==> config.mk <==
export PLATFORM = sky130hd
export DESIGN_NAME = keypad_code_lock_controller
export DESIGN_NICKNAME = d
export VERILOG_FILES = /design/src/kcl_pkg.sv /design/src/kcl_in_stage.sv /design/src/kcl_core.sv /design/src/kcl_out_stage.sv /design/src/keypad_code_lock_controller.sv
export SDC_FILE = /design/constraint.sdc
export NUM_CORES = 1
export LEC_CHECK = 0
export CAP_MARGIN = 10
export CORE_MARGIN = 3
export CORE_UTILIZATION = 65
export CTS_CLUSTER_DIAMETER = 40
export DETAILED_ROUTE_END_ITERATION = 16
export DONT_BUFFER_PORTS = 1
export PLACE_DENSITY = 0.81
export SLEW_MARGIN = 25
export SYNTH_ARGS = -nofsm -noshare
export SYNTH_HDL_FRONTEND = slang
export SYNTH_SLANG_ARGS = --single-unit
==> constraint.sdc <==
create_clock -name clk -period 12.94 [get_ports clk]
set_input_delay 1.941 -clock clk [delete_from_list [all_inputs] [get_ports clk]]
set_output_delay 1.941 -clock clk [all_outputs]
set_load 0.05 [all_outputs]
==> src/kcl_pkg.sv <==
// ----------------------------------------------------------------------------
// kcl_pkg: shared types and codes for the keypad code lock
// Key codes, phase and event encodings, reset constants and the result beat.
// ----------------------------------------------------------------------------
package kcl_pkg;

  // Default number of key slots in a code
  localparam int DEFAULT_CODE_SLOTS = 16;

  // Factory code is 1,2,3,4,5
  localparam int RESET_CODE_LEN = 5;

  localparam logic [3:0] LIMIT_RESET  = 4'd5;
  localparam logic [3:0] MAX_FAILURES = 4'd15;

  // Key codes
  localparam logic [3:0] KEY_STAR = 4'd10;
  localparam logic [3:0] KEY_HASH = 4'd11;

  // Phase codes
  localparam logic [2:0] PHASE_MENU    = 3'd0;
  localparam logic [2:0] PHASE_VERIFY  = 3'd1;
  localparam logic [2:0] PHASE_OLD     = 3'd2;
  localparam logic [2:0] PHASE_NEW     = 3'd3;
  localparam logic [2:0] PHASE_CONFIRM = 3'd4;
  localparam logic [2:0] PHASE_LOCKED  = 3'd5;

  // Event codes
  localparam logic [2:0] EV_TAKEN     = 3'd0;
  localparam logic [2:0] EV_GRANTED   = 3'd1;
  localparam logic [2:0] EV_RETRY     = 3'd2;
  localparam logic [2:0] EV_LOCKED    = 3'd3;
  localparam logic [2:0] EV_CHANGED   = 3'd4;
  localparam logic [2:0] EV_MISMATCH  = 3'd5;
  localparam logic [2:0] EV_OLD_WRONG = 3'd6;
  localparam logic [2:0] EV_IGNORED   = 3'd7;

  // One result beat
  typedef struct packed {
    logic [2:0] event_res;
    logic [2:0] phase;
    logic [4:0] entered_count;
    logic [3:0] failure_total;
  } result_t;

endpackage

==> src/kcl_in_stage.sv <==
// ----------------------------------------------------------------------------
// kcl_in_stage: input key register
// Holds one accepted key until the core consumes it.
// ----------------------------------------------------------------------------
module kcl_in_stage
  import kcl_pkg::*;
(
  input  logic       clk,
  input  logic       rst,
  input  logic       in_valid,
  output logic       in_stall,
  input  logic [3:0] key_code,
  input  logic       advance,
  output logic       held_valid,
  output logic [3:0] held_key
);

  logic load;

  // Stall only while a held key cannot move on this cycle
  assign in_stall = held_valid && !advance;
  assign load     = in_valid && !in_stall;

  always_ff @(posedge clk) begin
    if (rst) begin
      held_valid <= 1'b0;
    end else if (load) begin
      held_valid <= 1'b1;
    end else if (advance) begin
      held_valid <= 1'b0;
    end
  end

  always_ff @(posedge clk) begin
    if (load) begin
      held_key <= key_code;
    end
  end

endmodule

==> src/kcl_core.sv <==
// ----------------------------------------------------------------------------
// kcl_core: code lock state and single-pass step logic
// Holds phase, codes, lengths and failure count; one key per unstalled cycle.
// ----------------------------------------------------------------------------
module kcl_core
  import kcl_pkg::*;
#(
  parameter int CODE_SLOTS = DEFAULT_CODE_SLOTS
) (
  input  logic       clk,
  input  logic       rst,
  input  logic       cfg_wen,
  input  logic [3:0] cfg_wdata,
  input  logic       advance,
  input  logic [3:0] key,
  output result_t    result
);

  localparam int LEN_W   = $clog2(CODE_SLOTS + 1);
  localparam int CNT_W   = LEN_W + 5;
  localparam int RST_LEN = (CODE_SLOTS < RESET_CODE_LEN) ? CODE_SLOTS : RESET_CODE_LEN;

  typedef enum logic [2:0] {
    S_MENU    = PHASE_MENU,
    S_VERIFY  = PHASE_VERIFY,
    S_OLD     = PHASE_OLD,
    S_NEW     = PHASE_NEW,
    S_CONFIRM = PHASE_CONFIRM,
    S_LOCKED  = PHASE_LOCKED
  } phase_t;

  phase_t           phase_reg, phase_next;
  logic [LEN_W-1:0] entry_len, entry_len_next;
  logic [LEN_W-1:0] saved_len, saved_len_next;
  logic [LEN_W-1:0] new_len, new_len_next;
  logic [3:0]       fail_cnt, fail_cnt_next;
  logic [3:0]       lockout_limit;

  logic [3:0] saved_code [CODE_SLOTS];
  logic [3:0] entry_keys [CODE_SLOTS];
  logic [3:0] new_keys   [CODE_SLOTS];

  logic [CODE_SLOTS-1:0] saved_ok, new_ok;
  logic                  saved_hit, new_hit;
  logic                  wr_key, copy_new, copy_saved;
  logic [3:0]            limit_eff, fail_inc;
  logic [CNT_W-1:0]      cnt_wide;
  logic [2:0]            ev;

  // Slot-by-slot compare; slots past the entry length are don't-care
  for (genvar i = 0; i < CODE_SLOTS; i++) begin : g_slot
    assign saved_ok[i] = !(LEN_W'(i) < entry_len) || (entry_keys[i] == saved_code[i]);
    assign new_ok[i]   = !(LEN_W'(i) < entry_len) || (entry_keys[i] == new_keys[i]);
  end

  assign saved_hit = (entry_len == saved_len) && (&saved_ok);
  assign new_hit   = (entry_len == new_len) && (&new_ok);

  assign limit_eff = (lockout_limit == 4'd0) ? 4'd1 : lockout_limit;
  assign fail_inc  = (fail_cnt != MAX_FAILURES) ? fail_cnt + 4'd1 : fail_cnt;

  always_comb begin
    phase_next     = phase_reg;
    entry_len_next = entry_len;
    saved_len_next = saved_len;
    new_len_next   = new_len;
    fail_cnt_next  = fail_cnt;
    ev             = EV_TAKEN;
    cnt_wide       = '0;
    wr_key         = 1'b0;
    copy_new       = 1'b0;
    copy_saved     = 1'b0;

    case (phase_reg)
      S_MENU: begin
        if (key == KEY_STAR) begin
          phase_next     = S_VERIFY;
          entry_len_next = '0;
        end else if (key == KEY_HASH) begin
          phase_next     = S_OLD;
          entry_len_next = '0;
        end else begin
          ev = EV_IGNORED;
        end
      end
      S_VERIFY, S_OLD, S_NEW, S_CONFIRM: begin
        if (key != KEY_STAR && entry_len < LEN_W'(CODE_SLOTS)) begin
          wr_key         = 1'b1;
          entry_len_next = entry_len + 1'b1;
          cnt_wide       = CNT_W'(entry_len) + 1'b1;
        end else begin
          entry_len_next = '0;
          case (phase_reg)
            S_VERIFY: begin
              if (saved_hit) begin
                fail_cnt_next = '0;
                ev            = EV_GRANTED;
                phase_next    = S_MENU;
              end else begin
                fail_cnt_next = fail_inc;
                if (fail_inc >= limit_eff) begin
                  ev         = EV_LOCKED;
                  phase_next = S_LOCKED;
                end else begin
                  ev         = EV_RETRY;
                  phase_next = S_MENU;
                end
              end
            end
            S_OLD: begin
              if (saved_hit) begin
                phase_next = S_NEW;
              end else begin
                ev         = EV_OLD_WRONG;
                phase_next = S_MENU;
              end
            end
            S_NEW: begin
              copy_new     = 1'b1;
              new_len_next = entry_len;
              phase_next   = S_CONFIRM;
            end
            default: begin
              if (new_hit) begin
                copy_saved     = 1'b1;
                saved_len_next = entry_len;
                ev             = EV_CHANGED;
              end else begin
                ev = EV_MISMATCH;
              end
              phase_next = S_MENU;
            end
          endcase
        end
      end
      default: begin
        phase_next = S_LOCKED;
        ev         = EV_IGNORED;
      end
    endcase

    result.event_res     = ev;
    result.phase         = phase_next;
    result.entered_count = cnt_wide[4:0];
    result.failure_total = fail_cnt_next;
  end

  always_ff @(posedge clk) begin
    if (rst) begin
      phase_reg     <= S_MENU;
      entry_len     <= '0;
      saved_len     <= LEN_W'(RST_LEN);
      new_len       <= '0;
      fail_cnt      <= '0;
      lockout_limit <= LIMIT_RESET;
    end else begin
      if (cfg_wen) begin
        lockout_limit <= cfg_wdata;
      end
      if (advance) begin
        phase_reg <= phase_next;
        entry_len <= entry_len_next;
        saved_len <= saved_len_next;
        new_len   <= new_len_next;
        fail_cnt  <= fail_cnt_next;
      end
    end
  end

  // Stored code: factory value on reset, overwritten on a confirmed change
  always_ff @(posedge clk) begin
    for (int i = 0; i < CODE_SLOTS; i++) begin
      if (rst) begin
        saved_code[i] <= (i < RST_LEN) ? 4'(i + 1) : 4'd0;
      end else if (advance && copy_saved) begin
        saved_code[i] <= entry_keys[i];
      end
    end
  end

  // Entry and first-new-code registers need no reset
  always_ff @(posedge clk) begin
    for (int i = 0; i < CODE_SLOTS; i++) begin
      if (advance && wr_key && entry_len == LEN_W'(i)) begin
        entry_keys[i] <= key;
      end
      if (advance && copy_new) begin
        new_keys[i] <= entry_keys[i];
      end
    end
  end

endmodule

==> src/kcl_out_stage.sv <==
// ----------------------------------------------------------------------------
// kcl_out_stage: result register
// Holds one result beat until the consumer takes it.
// ----------------------------------------------------------------------------
module kcl_out_stage
  import kcl_pkg::*;
(
  input  logic    clk,
  input  logic    rst,
  input  logic    advance,
  input  result_t result_in,
  output logic    slot_free,
  input  logic    out_stall,
  output logic    out_valid,
  output result_t result_out
);

  // Free when empty or when the held beat leaves this cycle
  assign slot_free = !out_valid || !out_stall;

  always_ff @(posedge clk) begin
    if (rst) begin
      out_valid <= 1'b0;
    end else if (slot_free) begin
      out_valid <= advance;
    end
  end

  always_ff @(posedge clk) begin
    if (advance) begin
      result_out <= result_in;
    end
  end

endmodule

==> src/keypad_code_lock_controller.sv <==
// ----------------------------------------------------------------------------
// keypad_code_lock_controller: keypad code lock, one key per unstalled cycle
// Verify, change-code and lockout handling for decoded keypad keys.
// ----------------------------------------------------------------------------
//
//   channel | direction | handshake          | payload
//   --------+-----------+--------------------+---------------------------------
//   key     | in        | in_valid/in_stall  | key_code
//   result  | out       | out_valid/out_stall| event_res, phase, entered_count,
//           |           |                    | failure_total
//   config  | in        | cfg_wen            | cfg_wdata (lockout limit)
//
// Each key passes through the key register and then the result register: the
// step logic works on the key register and loads the result register, and the
// beat leaves when out_stall is low. Throughput is one key per cycle, while
// results are not stalled; the code compare is parallel over all slots.
// Reset is synchronous: factory code 1,2,3,4,5, limit 5, menu phase.
// A stalled result holds the core; the key register then stalls the input.
// Lockout lasts until reset.
// ----------------------------------------------------------------------------
module keypad_code_lock_controller
  import kcl_pkg::*;
#(
  parameter int CODE_SLOTS = DEFAULT_CODE_SLOTS
) (
  input  logic       clk,
  input  logic       rst,
  // key channel
  input  logic       in_valid,
  output logic       in_stall,
  input  logic [3:0] key_code,
  // result channel
  output logic       out_valid,
  input  logic       out_stall,
  output logic [2:0] event_res,
  output logic [2:0] phase,
  output logic [4:0] entered_count,
  output logic [3:0] failure_total,
  // lockout limit register
  input  logic       cfg_wen,
  input  logic [3:0] cfg_wdata
);

  logic       held_valid;
  logic [3:0] held_key;
  logic       slot_free;
  logic       advance;
  result_t    step_result;
  result_t    result_q;

  // Advance the held key whenever the result register can take its beat
  assign advance = held_valid && slot_free;

  kcl_in_stage u_in_stage (
    .clk        (clk),
    .rst        (rst),
    .in_valid   (in_valid),
    .in_stall   (in_stall),
    .key_code   (key_code),
    .advance    (advance),
    .held_valid (held_valid),
    .held_key   (held_key)
  );

  kcl_core #(
    .CODE_SLOTS (CODE_SLOTS)
  ) u_core (
    .clk       (clk),
    .rst       (rst),
    .cfg_wen   (cfg_wen),
    .cfg_wdata (cfg_wdata),
    .advance   (advance),
    .key       (held_key),
    .result    (step_result)
  );

  kcl_out_stage u_out_stage (
    .clk        (clk),
    .rst        (rst),
    .advance    (advance),
    .result_in  (step_result),
    .slot_free  (slot_free),
    .out_stall  (out_stall),
    .out_valid  (out_valid),
    .result_out (result_q)
  );

  // Drive result fields
  assign event_res     = result_q.event_res;
  assign phase         = result_q.phase;
  assign entered_count = result_q.entered_count;
  assign failure_total = result_q.failure_total;

`ifndef SYNTHESIS
  // A key moved into the core always shows up as a result beat next cycle
  a_advance_gives_beat: assert property (@(posedge clk) disable iff (rst)
    advance |=> out_valid)
    else $error("advanced key produced no result beat");

  // A grant always clears the failure count
  a_grant_clears: assert property (@(posedge clk) disable iff (rst)
    (out_valid && event_res == EV_GRANTED) |-> (failure_total == 4'd0))
    else $error("grant with non-zero failure count");

  // Lockout event leaves the block locked
  a_lock_phase: assert property (@(posedge clk) disable iff (rst)
    (out_valid && event_res == EV_LOCKED) |-> (phase == PHASE_LOCKED))
    else $error("lockout event without locked phase");

  // Held keys are only reported on a plain key-taken beat
  a_count_on_taken: assert property (@(posedge clk) disable iff (rst)
    (out_valid && entered_count != 5'd0) |-> (event_res == EV_TAKEN))
    else $error("non-zero entry count on a closing beat");
`endif

endmodule

---- After elaboration in Yosys (flattened, before gate mapping) ----
Memory sizes are Yosys's and may differ from the RTL's.
Cells that the tools add are included.
cells by class
  order comparisons ....................... 18
  equality and inequality tests ........... 58
  bitwise gates (word level) .............. 18
  reductions and logical operators ........ 106
  add/subtract/negate cells ............... 3
  muxes and demuxes ....................... 138
operators with widths
  cell                   count
  $mux W4                52
  $eq A4 B4 Y1           32
  $mux W1                67
  $reduce_or A4 Y1       16
  $eq A5 B4 Y1 const B   8
  $lt A4 B5 Y1 const A   8
  $logic_or A1 B1 Y1     33
  $reduce_and A16 Y1     2
  $mux W3                10
  $logic_and A1 B1 Y1    25
  $eq A5 B3 Y1 const B   4
  $logic_not A1 Y1       20
  $lt A3 B5 Y1 const A   4
  $pmux W3 S3            2
  $or A1 B1 Y1           16
  $mux W5                3
  $pmux W3 S2            2
  $add A5 B1 Y5 const B  2
  $eq A5 B2 Y1 const B   2
  $eq A5 B5 Y1           2
  $lt A1 B5 Y1 const A   2
  $lt A2 B5 Y1 const A   2
  $pmux W5 S2            1
  $eq A4 B4 Y1 const B   2
  other kinds (20)       24
storage, ports and cells
  word-level logic and storage cells ...... 357
  input port bits ......................... 13
  output and inout bits ................... 17
  bits in writable memories ............... 192
  register bits ........................... 47
  memories ................................ 3
memory list
  memory             depth  width  rd ports  clocked after Yosys merged registers in  write ports  RTL line        source
  u_core.entry_keys  16     4      16        0                                        1            kcl_core.sv:40  logic [3:0] entry_keys [CODE_SLOTS];
  u_core.new_keys    16     4      16        0                                        16           kcl_core.sv:41  logic [3:0] new_keys [CODE_SLOTS];
  u_core.saved_code  16     4      16        0                                        16           kcl_core.sv:39  logic [3:0] saved_code [CODE_SLOTS];

---- Longest topological paths before layout ----
  word-level depth ........................ 24
  gate-level depth with buffers ........... 11
  depth with buffers taken out ............ 11

---- By module ----
A second synthesis with hierarchy kept.
unflattened totals
  cells, all modules ...................... 745
  area total of the unflattened synthesis .. 10,395.0 sq um
by module, submodules not included
  module                       seq. area each (sq um)  cells an instance  area an instance (sq um)  times used
  kcl_core                     6,286.0                 717                9,735.6                   1
  kcl_out_stage                470.5                   19                 483.0                     1
  kcl_in_stage                 140.1                   8                  170.2                     1
  keypad_code_lock_controller  0.0                     1                  6.3                       1

---- Least setup slack after synthesis ----
No wires, ideal clock.
  path type ............................... input-to-reg
  start point ............................. input port out_stall
  end point ............................... memory u_core.saved_code[0][0], enable pin
  cell stages on the path ................. 7
  slack ................................... 7,965 ps
  data required time ...................... 12,247 ps
  data arrival time ....................... 4,283 ps
  path buffers ............................ 1
  library setup time ...................... 693 ps
  cells stage by stage .................... nand2_1 -> nand2_1 -> clkinv_1 -> nand2_1 -> or3_1 -> buf_2 -> nand2_1
RTL lines
  item         RTL line                           source
  from (decl)  keypad_code_lock_controller.sv:34  input logic out_stall,
  to (decl)    kcl_core.sv:39

==> flow_summary.toml <==
[cts]
hold_buffers = 0
cts_root_buf = "clkbuf_16"
clk_latency_ns = 0.52
cts.repair.resized = 0
clock-sinks = 239
htree_levels = 1
cts.path.max_buffers = 3
cts_setup_buffers = 0
path_clk_slew_ns = 0.06
cts_tree = "done"
cts_made_buffers = 28

[sta]
slew_headroom = 0.335
slew_viol_final = 0
totalNegativeSetupSlack_ns = 0
finalHoldViolations = 0
finalSetupViolations = 0
period_needed_ns = 4.38
rsz0062_at_grt = "no"
finClkSkew_ns = 0.00817
fmaxAchievable_ghz = 0.228
finalCritPeriodShare = 0.338
worst-slew-pin-transition_ns = 0.997

[die]
dieArea_sq_mm = 0.0175
num_rows = 45
coreArea_sq_mm = 0.0154
start_util = 0.673
die_w_microns = 132
io_pins = 30
die_h_microns = 132

[route]
drc = 0
drtPass1Iterations = 6
wirelength_mm = 19.8
ant_nets = 0
vias = 5862
drt-initial-drc-count = 508
viasPerCell = 5.96
post_drt_wl_per_cell_microns = 20.1

[synth]
synth_top_area_frac = 0.612
syn_avg_cell_area_sq_um = 13.8
yosys-top-cells-count = "211 x edfxtp_1, 96 x xor2_1, 61 x and2_1"
postSynthCellCount = 750
ys_ff_latch = 239
synth_area_leaders = "edfxtp_1 61%, xor2_1 8.1%, dfxtp_1 5.4%"
synth.most_common_cell = "edfxtp_1"
synth_area_sq_mm = 0.0103
synthFlopType = "edfxtp_1"
synth_enable_flop_cells = 211
yosys_warnings = 0
async_reset_ff_frac = 0
synth_top_area_cell = "edfxtp_1"
ys_seq_area_frac = 0.667
synth_cell_types = 60
synthesis.nets = 771

[place]
place_area_sq_mm = 0.0105
port_buffers = 0
dp_hpwl_mm = 12.7
gp_congestion = 0.894

[power]
p_switching_w = 0.000321
power_density_mw_per_mm2 = 144
seqPwrFrac = 0.529
swShare = 0.196
p_int_w = 0.00132
p_comb_frac = 0.015
pwr-share-clk = 0.456
ir_drop_mv = 0.106
leakagePower_nw = 3.99

[cells_and_area]
fillers = 962
nets = 775
antenna_cells = 0
areaGrowthSynthToFinish_pct = 10.1
drive_gt1_frac = 0.0737
reg_top3 = "u_core.entry_keys: 64 flops, u_core.new_keys: 64 flops, u_core.saved_code: 64 flops"
final_area_sq_mm = 0.0114

[setup_path]
endpoint_kind = "flop"
rr_endpoint = "u_core.saved_code[0][8]"
crit-reg2reg-launch = "u_core.entry_len[2]"
timing.reg2reg.setup_slack_ns = 8.56
cp.required_ns = 13.09
path_class = "reg -> reg"
r2r_cells = 8
path_max_fanout = 40
arrival_ns = 4.53
crit_path_start_kind = "flop"

[hold_path]
hp-start = "u_core.new_len[0]"
min_to = "u_core.new_len[0]"
whs_path_depth = 2
worstHoldPathType = "reg -> reg"

[run]
cap_violations = 0

[global_routing]
grt_pass1_wl_mm = 32.0
globalRoute.totalOverflow = 0
track_usage = 0.230
antenna_found_initial = 0
grt_pass1_vias = 5892
grt_max_degree = 66

[status]
run_status = "completed"
-- through the flow --
stage / util / total power (W) / setup slack [ns] / hold WS, ns / instances
final: 0.741 / 0.00164 / 8.56 / 0.471 / 984
after global routing: 0.741 / 0.00169 / 8.32 / 0.501 / 984
after CTS: 0.741 / 0.00165 / 8.57 / 0.469 / 983
after detailed placement: 0.682 / 0.000906 / 8.15 / 0.461 / 934
after global placement: 0.682 / 0.000904 / 8.24 / 0.451 / 934
after floorplan: - / 0.000897 / 7.96 / 0.443 / 750
-- cell type report --
cell class | count | area, sq um | area share
Sequential cell | 239 | 6900 | 0.605
Multi-Input combinational cell | 467 | 3250 | 0.285
Clock buffer | 37 | 776 | 0.0681
Tap cell | 211 | 264 | 0.0232
Clock inverter | 12 | 121 | 0.0107
Inverter | 13 | 48.8 | 0.00428
Timing Repair Buffer | 5 | 37.5 | 0.00329
-- worst max-delay path by stage --
stage | startpoint | endpoint | slack, ns | cells after the start
CTS | out_stall | in_stall | 8.57 | 1
finish | u_core.entry_len[2] | u_core.saved_code[0][8] | 8.56 | 8
detailed placement | out_stall | u_core.saved_code[2][3] | 8.15 | 7
global route | u_core.entry_len[3] | u_core.saved_code[3][1] | 8.32 | 8
global placement | out_stall | u_core.saved_code[2][0] | 8.24 | 7
floorplan | out_stall | u_core.saved_code[0][0] | 7.96 | 7
-- routing by layer --
| layer | track usage | part of all wire |
|---|---|---|
| met5 | 0 | 0 |
| met4 | 0.0572 | 0.025 |
| met2 | 0.384 | 0.49 |
| met3 | 0.0374 | 0.058 |
| met1 | 0.322 | 0.43 |
-- layout by cell type, fill, tap and decap left out, drive strengths merged, types with 3 or more instances in the layout --
cell      n
a21o      3
a21oi    12
a41o      3
a41oi     4
and2     61
buf       5
clkbuf   37
clkinv    9
dfxtp    28
edfxtp  211
ha        8
inv      13
mux2i    15
nand2    39
nand2b   10
nand3     8
nand4     5
nor2     57
nor3      4
nor4     22
o21a      4
o21ai    16
o41ai     6
or2       3
or2b      3
or3       6
or4       4
xnor2    45
xor2     96
-- power by group through the flow --
stage                logic, W  clock network, W  registers [W]
finish              0.0000245          0.000746       0.000866
detailed placement  0.0000242                 0       0.000882
global route        0.0000275          0.000791       0.000867
global placement    0.0000231                 0       0.000881
CTS                 0.0000246          0.000758       0.000866
floorplan           0.0000215                 0       0.000876
-- worst max-delay path: stages (launching register included) --
cell and delay (ns):
dfxtp_1 0.52, or3_1 0.61, o41ai_2 0.14, o2111ai_1 0.22, a2111o_1 0.34, or4_1 0.53
or3_1 0.55, nand2_2 0.50, buf_4 0.56
-- cells by family after synthesis --
family / count (synthesis) / synth area share
simple gates: 230 / 0.118
compound gates: 71 / 0.0503
fa+ha+maj: 8 / 0.00967
mux: 17 / 0.0167
xor+xnor: 141 / 0.119
buf+inv: 44 / 0.0198
flops: 239 / 0.667
Power figures use the tool's default switching activity.
